$ cat src/q8sf_pkg.sv
// ----------------------------------------------------------------------------
// q8sf_pkg
// Types and codes shared by the serendipity quad8 shape function evaluator.
// ----------------------------------------------------------------------------
package q8sf_pkg;

  // element node numbers: corners then edge midpoints
  localparam logic [2:0] NODE_C0 = 3'd0;
  localparam logic [2:0] NODE_C1 = 3'd1;
  localparam logic [2:0] NODE_C2 = 3'd2;
  localparam logic [2:0] NODE_C3 = 3'd3;
  localparam logic [2:0] NODE_E4 = 3'd4;
  localparam logic [2:0] NODE_E5 = 3'd5;
  localparam logic [2:0] NODE_E6 = 3'd6;
  localparam logic [2:0] NODE_E7 = 3'd7;

  // derivative direction
  localparam logic DIR_R = 1'b0;
  localparam logic DIR_S = 1'b1;

  // how the derivative is finished after the multiplier stage
  typedef enum logic [1:0] {
    DER_CORNER = 2'd0,  // product shifted by frac + 2
    DER_EDGE   = 2'd1,  // product shifted by frac
    DER_SQ_POS = 2'd2,  // (one - square) / 2
    DER_SQ_NEG = 2'd3   // (square - one) / 2
  } der_kind_t;

  typedef struct packed {
    logic      corner;
    der_kind_t der_kind;
  } q8sf_ctl_t;

  typedef struct packed {
    logic [2:0]         node_index;
    logic               deriv_dir;
    logic signed [15:0] r_coord;
    logic signed [15:0] s_coord;
  } q8sf_req_t;

  typedef struct packed {
    logic signed [15:0] shape_value;
    logic signed [15:0] shape_deriv;
  } q8sf_result_t;

endpackage

$ cat src/quad8_shape_function_eval_top.sv
// ----------------------------------------------------------------------------
// quad8_shape_function_eval_top
// An accepted request passes the stage registers v1, v2 and v3, then done.
// Throughput: one request per cycle, set by the two registered multiplier
// stages (operand product, then product by the third factor).
// Reset: synchronous, clears the stage valid bits; busy is high during reset.
// Results are presented for one cycle only; the receiver cannot stall.
// ----------------------------------------------------------------------------
module quad8_shape_function_eval_top #(
  parameter int FRAC_BITS = 14
) (
  input  logic                   clk,
  input  logic                   rst,
  input  logic                   start,
  output logic                   busy,
  input  q8sf_pkg::q8sf_req_t    req,
  output logic                   done,
  output q8sf_pkg::q8sf_result_t result
);
  import q8sf_pkg::*;

  // operand width holds +-8 in fixed point; clamp width also holds a raw input
  localparam int W  = FRAC_BITS + 4;
  localparam int PW = 2 * W;
  localparam int XW = (W > 17) ? W : 17;
  localparam logic signed [W-1:0]  ONE  = W'(1) << FRAC_BITS;
  localparam logic signed [XW-1:0] ONEX = XW'(1) << FRAC_BITS;
  localparam logic signed [PW-1:0] SMAX = PW'(32767);
  localparam logic signed [PW-1:0] SMIN = -PW'(32768);

  function automatic logic signed [15:0] sat16(input logic signed [PW-1:0] v);
    if (v > SMAX) begin
      return 16'sh7fff;
    end else if (v < SMIN) begin
      return 16'sh8000;
    end else begin
      return v[15:0];
    end
  endfunction

  // the block never holds a request off outside reset
  assign busy = rst;

  // ---------------- stage 1: clamp coordinates to [-one, one] --------------
  logic signed [XW-1:0] rx;
  logic signed [XW-1:0] sx;
  logic signed [XW-1:0] rc;
  logic signed [XW-1:0] sc;

  always_comb begin
    rx = XW'(req.r_coord);
    sx = XW'(req.s_coord);
    rc = (rx > ONEX) ? ONEX : ((rx < -ONEX) ? -ONEX : rx);
    sc = (sx > ONEX) ? ONEX : ((sx < -ONEX) ? -ONEX : sx);
  end

  logic                v1;
  logic [2:0]          node1;
  logic                dir1;
  logic signed [W-1:0] r1;
  logic signed [W-1:0] s1;

  always_ff @(posedge clk) begin
    if (rst) begin
      v1 <= 1'b0;
    end else begin
      v1 <= start && !busy;
    end
    node1 <= req.node_index;
    dir1  <= req.deriv_dir;
    r1    <= rc[W-1:0];
    s1    <= sc[W-1:0];
  end

  // ---------------- stage 2: operand selection and first products ----------
  logic signed [W-1:0] mul_a;
  logic signed [W-1:0] mul_b;
  logic signed [W-1:0] third;
  logic signed [W-1:0] der_a;
  logic signed [W-1:0] der_b;
  q8sf_ctl_t           ctl;

  q8sf_factors #(
    .FRAC_BITS (FRAC_BITS)
  ) u_factors (
    .node_index (node1),
    .deriv_dir  (dir1),
    .r          (r1),
    .s          (s1),
    .mul_a      (mul_a),
    .mul_b      (mul_b),
    .third      (third),
    .der_a      (der_a),
    .der_b      (der_b),
    .ctl        (ctl)
  );

  logic                 v2;
  q8sf_ctl_t            ctl2;
  logic signed [PW-1:0] p1;
  logic signed [PW-1:0] pd;
  logic signed [W-1:0]  third2;

  always_ff @(posedge clk) begin
    if (rst) begin
      v2 <= 1'b0;
    end else begin
      v2 <= v1;
    end
    ctl2   <= ctl;
    p1     <= PW'(mul_a) * PW'(mul_b);   // corner pair product or square
    pd     <= PW'(der_a) * PW'(der_b);   // derivative product
    third2 <= third;
  end

  // ---------------- stage 3: second product, derivative finish -------------
  logic signed [PW-1:0] p1_sh;
  logic signed [W-1:0]  q;
  logic signed [W-1:0]  m3a;
  logic signed [W-1:0]  one_m_q;
  logic signed [W-1:0]  q_m_one;
  logic signed [PW-1:0] der_wide;

  always_comb begin
    p1_sh   = p1 >>> FRAC_BITS;
    q       = p1_sh[W-1:0];
    one_m_q = ONE - q;
    q_m_one = q - ONE;
    // corners reuse the truncated pair product; edges take one minus square
    m3a     = ctl2.corner ? q : one_m_q;
    case (ctl2.der_kind)
      DER_CORNER: der_wide = pd >>> (FRAC_BITS + 2);
      DER_EDGE:   der_wide = pd >>> FRAC_BITS;
      DER_SQ_POS: der_wide = PW'(one_m_q >>> 1);
      DER_SQ_NEG: der_wide = PW'(q_m_one >>> 1);
      default:    der_wide = '0;
    endcase
  end

  logic                 v3;
  logic                 corner3;
  logic signed [PW-1:0] p2;
  logic signed [15:0]   der3;

  always_ff @(posedge clk) begin
    if (rst) begin
      v3 <= 1'b0;
    end else begin
      v3 <= v2;
    end
    corner3 <= ctl2.corner;
    p2      <= PW'(m3a) * PW'(third2);
    der3    <= sat16(der_wide);
  end

  // ---------------- stage 4: final scale, saturate, present ----------------
  logic signed [PW-1:0] val_wide;

  always_comb begin
    // corners divide by 4, edge midpoints by 2
    val_wide = corner3 ? (p2 >>> (FRAC_BITS + 2)) : (p2 >>> (FRAC_BITS + 1));
  end

  always_ff @(posedge clk) begin
    if (rst) begin
      done <= 1'b0;
    end else begin
      done <= v3;
    end
    result.shape_value <= sat16(val_wide);
    result.shape_deriv <= der3;
  end

endmodule

$ cat src/q8sf_factors.sv
// ----------------------------------------------------------------------------
// q8sf_factors
// Picks the multiplier operands for one node and derivative direction.
// ----------------------------------------------------------------------------
module q8sf_factors #(
  parameter int FRAC_BITS = 14
) (
  input  logic [2:0]                 node_index,
  input  logic                       deriv_dir,
  input  logic signed [FRAC_BITS+3:0] r,
  input  logic signed [FRAC_BITS+3:0] s,
  output logic signed [FRAC_BITS+3:0] mul_a,
  output logic signed [FRAC_BITS+3:0] mul_b,
  output logic signed [FRAC_BITS+3:0] third,
  output logic signed [FRAC_BITS+3:0] der_a,
  output logic signed [FRAC_BITS+3:0] der_b,
  output q8sf_pkg::q8sf_ctl_t         ctl
);
  import q8sf_pkg::*;

  localparam int W = FRAC_BITS + 4;
  localparam logic signed [W-1:0] ONE = W'(1) << FRAC_BITS;

  logic signed [W-1:0] one_p_r;
  logic signed [W-1:0] one_m_r;
  logic signed [W-1:0] one_p_s;
  logic signed [W-1:0] one_m_s;
  logic signed [W-1:0] r2;
  logic signed [W-1:0] s2;

  always_comb begin
    one_p_r = ONE + r;
    one_m_r = ONE - r;
    one_p_s = ONE + s;
    one_m_s = ONE - s;
    r2      = r <<< 1;
    s2      = s <<< 1;
    mul_a   = r;
    mul_b   = r;
    third   = one_m_s;
    der_a   = r;
    der_b   = s;
    ctl     = '{corner: 1'b1, der_kind: DER_CORNER};
    case (node_index)
      NODE_C0: begin
        mul_a = one_m_r;
        mul_b = one_m_s;
        third = -ONE - r - s;
        der_a = (deriv_dir == DIR_S) ? one_m_r : one_m_s;
        der_b = (deriv_dir == DIR_S) ? r + s2 : r2 + s;
      end
      NODE_C1: begin
        mul_a = one_p_r;
        mul_b = one_m_s;
        third = -ONE + r - s;
        der_a = (deriv_dir == DIR_S) ? one_p_r : one_m_s;
        der_b = (deriv_dir == DIR_S) ? s2 - r : r2 - s;
      end
      NODE_C2: begin
        mul_a = one_p_r;
        mul_b = one_p_s;
        third = -ONE + r + s;
        der_a = (deriv_dir == DIR_S) ? one_p_r : one_p_s;
        der_b = (deriv_dir == DIR_S) ? r + s2 : r2 + s;
      end
      NODE_C3: begin
        mul_a = one_m_r;
        mul_b = one_p_s;
        third = -ONE - r + s;
        der_a = (deriv_dir == DIR_S) ? one_m_r : one_p_s;
        der_b = (deriv_dir == DIR_S) ? s2 - r : r2 - s;
      end
      NODE_E4: begin
        // square of r first, then (one - rr)(one - s)
        mul_a = r;
        mul_b = r;
        third = one_m_s;
        der_a = r;
        der_b = s - ONE;
        ctl   = '{corner: 1'b0,
                  der_kind: (deriv_dir == DIR_S) ? DER_SQ_NEG : DER_EDGE};
      end
      NODE_E5: begin
        mul_a = s;
        mul_b = s;
        third = one_p_r;
        der_a = -s;
        der_b = one_p_r;
        ctl   = '{corner: 1'b0,
                  der_kind: (deriv_dir == DIR_S) ? DER_EDGE : DER_SQ_POS};
      end
      NODE_E6: begin
        mul_a = r;
        mul_b = r;
        third = one_p_s;
        der_a = -r;
        der_b = one_p_s;
        ctl   = '{corner: 1'b0,
                  der_kind: (deriv_dir == DIR_S) ? DER_SQ_POS : DER_EDGE};
      end
      default: begin
        mul_a = s;
        mul_b = s;
        third = one_m_r;
        der_a = s;
        der_b = r - ONE;
        ctl   = '{corner: 1'b0,
                  der_kind: (deriv_dir == DIR_S) ? DER_EDGE : DER_SQ_NEG};
      end
    endcase
  end

endmodule

$ cat config.mk
export PLATFORM = sky130hd
export DESIGN_NAME = quad8_shape_function_eval_top
export DESIGN_NICKNAME = d
export VERILOG_FILES = /design/src/q8sf_pkg.sv /design/src/quad8_shape_function_eval_top.sv /design/src/q8sf_factors.sv
export SDC_FILE = /design/constraint.sdc
export NUM_CORES = 2
export LEC_CHECK = 0
export BUFFER_PORTS_ARGS = -buffer_cell sky130_fd_sc_hd__clkbuf_2
export CAP_MARGIN = 30
export CELL_PAD_IN_SITES_DETAIL_PLACEMENT = 1
export CELL_PAD_IN_SITES_GLOBAL_PLACEMENT = 1
export CORE_UTILIZATION = 52
export CTS_CLUSTER_SIZE = 20
export DETAILED_ROUTE_END_ITERATION = 6
export MAX_ROUTING_LAYER = met4
export PLACE_DENSITY = 0.95
export SLEW_MARGIN = 30
export SYNTH_ARGS = -nofsm -noshare
export SYNTH_HDL_FRONTEND = slang
export SYNTH_SLANG_ARGS = --single-unit
$ cat constraint.sdc
create_clock -name clk -period 10.41 [get_ports clk]
set_input_delay 2.082 -clock clk [delete_from_list [all_inputs] [get_ports clk]]
set_output_delay 2.082 -clock clk [all_outputs]
set_load 0.005 [all_outputs]
# [After elaboration in Yosys (flattened, before gate mapping)]
# Index checks and enable logic that the tools add are counted.
[word_totals] reg_bits=218 input_bits=39 output_inout_bits=34 elab_cells=97
[classes] add_sub_neg=20 multipliers=3 n_lt_le_gt_ge=8 n_eq_ne=9 muxes=23 reduce_logical=14
[op_table] operator="18-bit one-hot mux with 7 select lines" count=2
[op_table] operator="18-bit 2-to-1 mux" count=9
[op_table] operator="36-bit one-hot mux with 4 select lines" count=1
[op_table] operator="18-bit one-hot mux with 3 select lines" count=2
[op_table] operator="18-bit one-hot mux with 5 select lines" count=1
[op_table] operator="18-bit adder" count=4
[op_table] operator="18-bit by 18-bit multiplier with 36-bit output" count=2
[op_table] operator="18-bit subtractor" count=4
[op_table] operator="16-bit by 18-bit subtractor with 18-bit output (first input constant)" count=3
[op_table] operator="18-bit by 16-bit subtractor with 18-bit output (second input constant)" count=3
[op_table] operator="16-bit by 18-bit adder with 18-bit output (first input constant)" count=2
[op_table] operator="36-bit by 16-bit > comparator with 1-bit output (second input constant)" count=1
[op_table] operator="36-bit by 16-bit < comparator with 1-bit output (second input constant)" count=1
[op_table] operator="18-bit negator" count=2
[op_table] operator="16-bit > comparator (second input constant)" count=2
[op_table] operator="16-bit by 15-bit < comparator with 1-bit output (second input constant)" count=2
[op_table] operator="18-bit by 18-bit multiplier with 32-bit output" count=1
[op_table] operator="16-bit 2-to-1 mux" count=2
[op_table] operator="21-bit by 16-bit > comparator with 1-bit output (second input constant)" count=1
[op_table] operator="21-bit by 16-bit < comparator with 1-bit output (second input constant)" count=1
[op_table] operator="20-bit 2-to-1 mux" count=1
[op_table] operator="15-bit by 18-bit adder with 18-bit output (first input constant)" count=1
[op_table] operator="2-bit OR reduction" count=9
[op_table] operator="15-bit by 18-bit subtractor with 18-bit output (first input constant)" count=1
[op_table] operator="12 further kinds" count=19

# [Depth between registers and ports, before layout]
[depth] ltp_word=4 depth_mapped=40 ltp_nobuf=36

# [Cells and area by module]
# Synthesis repeated with hierarchy kept, for this count alone.
[hier_totals] cells_unflattened=5680 area_unflattened_um2=48560.3
[by_module_without_submodules] module="quad8_shape_function_eval_top" n_inst=1 cells_each=4120 area_per_inst_um2=38634.6 seq_area_each_um2=3423.3
[by_module_without_submodules] module="q8sf_factors" n_inst=1 cells_each=1560 area_per_inst_um2=9925.8 seq_area_each_um2=0.0

# [Worst setup path before layout]
# OpenSTA, ideal clock, no wires.
[synth_timing] path_type="register -> register" from="reg r1[0]" to="reg pd[30]" setup_time_ns=0.123 arrival_time_ns=8.469 required_time_ns=10.287 setup_slack_ns=1.817 stages_incl_launch_ff=39 path_buffers=4 synth_period_minus_slack_ns=8.593 path_cell_list="dfxtp_1 -> buf_2 -> inv_1 -> ha_1 -> clkbuf_2 -> or3b_1 -> buf_2 -> nand4b_4 -> nor3_2 -> a21oi_1 -> o221a_2 -> o311ai_0 -> o21ai_0 -> a32oi_1 -> buf_2 -> nand2_1 -> fa_1 -> inv_1 -> (+3 left out) -> inv_1 -> fa_1 -> fa_1 -> inv_1 -> fa_1 -> inv_1 -> ha_1 -> a21o_1 -> a21o_1 -> a21oi_1 -> o21bai_1 -> a21o_1 -> a21oi_1 -> o31ai_2 -> a211o_1 -> a21oi_1 -> o21bai_1 -> xor2_1"
[synth_between] elab_chain_cells=4 elab_cells_between_ends=17 classes_between="add/sub (8); mul (1); mux (8)"
[synth_rtl] element="start: declaration" line_no="quad8_shape_function_eval_top.sv:60" source="logic signed [W-1:0] r1;"
[synth_rtl] element="start signal: assignment" line_no="quad8_shape_function_eval_top.sv:71" source="r1 <= rc[W-1:0];"
[synth_rtl] element="16-bit by 18-bit subtractor with 18-bit output, or another cell as far along" line_no="q8sf_factors.sv:33" source="one_m_r = ONE - r;"
[synth_rtl] element="18-bit 2-to-1 mux, or another cell as far along" line_no="q8sf_factors.sv:70" source="der_a = (deriv_dir == DIR_S) ? one_m_r : one_p_s;"
[synth_rtl] element="18-bit one-hot mux with 7 select lines or 18-bit one-hot mux with 5 select lines (tied branches)" line_no="q8sf_factors.sv:44" source="case (node_index)"
[synth_rtl] element="18-bit by 18-bit multiplier with 36-bit output (*)" line_no="quad8_shape_function_eval_top.sv:112" source="pd <= PW'(der_a) * PW'(der_b);"
[synth_rtl] element="end signal: assignment" line_no="quad8_shape_function_eval_top.sv:112"
[synth_rtl] element="end: declaration" line_no="quad8_shape_function_eval_top.sv:101" source="logic signed [PW-1:0] pd;"
# Mark *: on every way between the ends. The rest lies on a longest branch, timed or not.
# A chain may end at the register's enable or synchronous reset.

# [Worst setup path in the final report]
[layout_timing] from="reg p1[17]" to="reg p2[35]"
[layout_between] elab_chain_cells=3
[layout_rtl] element="start: declaration" line_no="quad8_shape_function_eval_top.sv:100" source="logic signed [PW-1:0] p1;"
[layout_rtl] element="start signal: assignment" line_no="quad8_shape_function_eval_top.sv:111" source="p1 <= PW'(mul_a) * PW'(mul_b);"
[layout_rtl] element="16-bit by 18-bit subtractor with 18-bit output" line_no="quad8_shape_function_eval_top.sv:127" source="one_m_q = ONE - q;"
[layout_rtl] element="18-bit 2-to-1 mux (*)" line_no="quad8_shape_function_eval_top.sv:130" source="m3a = ctl2.corner ? q : one_m_q;"
[layout_rtl] element="18-bit by 18-bit multiplier with 36-bit output (*)" line_no="quad8_shape_function_eval_top.sv:152" source="p2 <= PW'(m3a) * PW'(third2);"
[layout_rtl] element="end signal: assignment" line_no="quad8_shape_function_eval_top.sv:152"
[layout_rtl] element="end: declaration" line_no="quad8_shape_function_eval_top.sv:142" source="logic signed [PW-1:0] p2;"
# Marked as above.

==> metrics.cfg <==
[setup_path]
crit_type=reg2reg
cpLargestDelayFamily=adder cells
timing.rr.end=p2[35]
crit_path_max_fanout=18
rr_startpoint=p1[17]
start_kind=flop
cp.arrival_ps=11060
rrSetupSlack_ps=-210
cpPeakStageDelay_ps=1110
crit_slowest_cell=fa_1
crit_buf_inv=4
cp-end-kind=flop
critPathRequiredTime_ps=10850
worst_path_most_repeated_cell=fa_1
rr_worst_depth=27

[placement]
place_congestion=1.03
dp_hpwl_um=154000
io_buffers=72
dpl_cell_area_um2=49700

[layout]
stdcell_area_um2=50600
areaGrowthSynthToFinish_pct=6.47
drive_gt1_share_pct=6.70
nNetsFinal=6936
fillers=10600

[worst_hold_path]
hold_start=der3[6]
hold_end=result[6]
hold_depth=0
hold_path.class=reg2reg

[synthesis]
ys_warn_count=0
yosysSeqAreaShare_pct=7.20
synth_area_um2=47500
synthCells=5555
synthTopCellsByArea=fa_1 (40%), ha_1 (9.7%), inv_1 (8.5%)
syn_avg_cell_area_um2=8.55
synth_edf_count=0
synth_largest_area_cell=fa_1
syn_nets=6922
synth_most_common_cell=inv_1
ys.flop_type=dfxtp_1
synth_top_area_share_pct=40.4
async_flop_share_pct=0
ys_types=100
synth_common_cells=inv_1 (1071), fa_1 (958), nand2_1 (808), ha_1 (370), nor2_1 (363)
ys_ff_latch=171

[route]
antenna_left=0
routed_wl_um=231000
drc=98
wire_per_inst_um=33.9
vias=46300
drt_iter0_markers=7209
vias_per_cell=6.80
first_pass_iters=7

[cts]
path_clk_slew_ps=90
cts_resized=0
cts_tree=yes
cts-root-buf=clkbuf_16
cts.sinks=171
cts_setup_buffers=0
hold_buffers=0
htreeDepth=4
cts_buffers=17
clk_latency_ps=550
clockBufferDepth=2

[sta]
clock_skew_ps=28.8
layout_setup_ws_ps=-211
setup_tns_ps=-448
relSlewSlack_pct=-55.9
final.min_clock_period_ps=10620
setup_viol=3
tightest_slew_ps=2320
finalMaxSlewViolations=10
hold_viol=0
post-route-period-util_pct=102
max_freq_mhz=94.2

[global_route]
use_met3_pct=20.9
grt_pass1_vias=50300
antenna_found_initial=29
grt-ovfl-total=0
grtUsageTotal_pct=48.7
grt_max_degree=71
grt_pass1_wl_um=321000
grt_util_met2_pct=71.7
top_usage_layer=met2
grt_use_met1_pct=49.8

[floorplanning]
die_area_um2=92600
rows=110
die_w_um=304
ios=73
die_h_um=304
core_area_um2=90300
start_util_pct=52.6

[outcome]
status=finished with violations
violations=DRC, capacitance limit, slew limit, setup timing

[job]
timing.max_cap.violations=3

-- layout make-up --
class | instances | area (um^2) | area share (%)
inverter | 1088 | 4080 | 8.07
tap | 1176 | 1470 | 2.91
multi-input combinational | 4051 | 39200 | 77.4
sequential | 171 | 3440 | 6.79
clock buffer | 17 | 425 | 0.841
clock inverter | 15 | 223 | 0.440
antenna | 53 | 133 | 0.262
timing repair buffer | 240 | 1650 | 3.27
-- placed cells by master, fill, tap and decap left out, drive strengths merged, types with 89 or more instances in the layout --
| cell | n |
|---|---|
| xnor2 | 190 |
| and2 | 203 |
| inv | 1082 |
| nand2 | 808 |
| dfxtp | 171 |
| nor2 | 364 |
| o21ai | 198 |
| clkbuf | 89 |
| ha | 370 |
| a21oi | 190 |
| fa | 958 |
| buf | 168 |
-- stage by stage --
stage	std cells	hold WS, ps	util, %	setup slack, ps
after floorplan	5555	310	-	1820
after global placement	6723	311	55.0	909
after detailed placement	6724	313	55.1	430
after CTS	6756	332	55.8	240
after global routing	6809	331	56.0	-403
final	6811	323	56.0	-211
-- kinds of logic (layout without fill, tap and decap cells) --
group / Yosys count / count (layout) / share of synthesized area (%)
xor+xnor: 260 / 260 / 4.82
fa+ha+maj: 1328 / 1328 / 50.1
buf+inv: 1333 / 1360 / 10.6
simple gates: 1702 / 1702 / 16.2
mux: 63 / 63 / 1.56
other cells: 0 / 53 / 0
compound gates: 698 / 698 / 9.45
flops: 171 / 171 / 7.20
-- sequential cells by signal (all words and copies together) (netlist names) --
name and flops:
result 32, pd 22, p2 21, p1 18, third2 18, der3 16
r1 16, s1 16, ctl2 3, node1 3, corner3 1, dir1 1
done 1, v1 1, v2 1, v3 1
-- routing by layer --
| metal | up-vias | share of wire, % |
|---|---|---|
| met5 | - | 0 |
| met4 | 0 | 12 |
| met3 | 2166 | 15 |
| met2 | 4424 | 42 |
| met1 | 22600 | 31 |
| li1 | 17200 | - |
-- how the worst max path moves through the flow --
stage / end / from / depth (start not counted)
2_1_floorplan: pd[30] / r1[0] / 38
4_1_cts: p2[35] / p1[17] / 27
3_3_place_gp: pd[30] / r1[1] / 35
5_1_grt: p2[35] / p1[17] / 27
6_report: p2[35] / p1[17] / 27
3_5_place_dp: pd[30] / r1[1] / 35
Power is not shown: default switching activity piles up to over one toggle a cycle in this logic, so the estimate is an artifact.
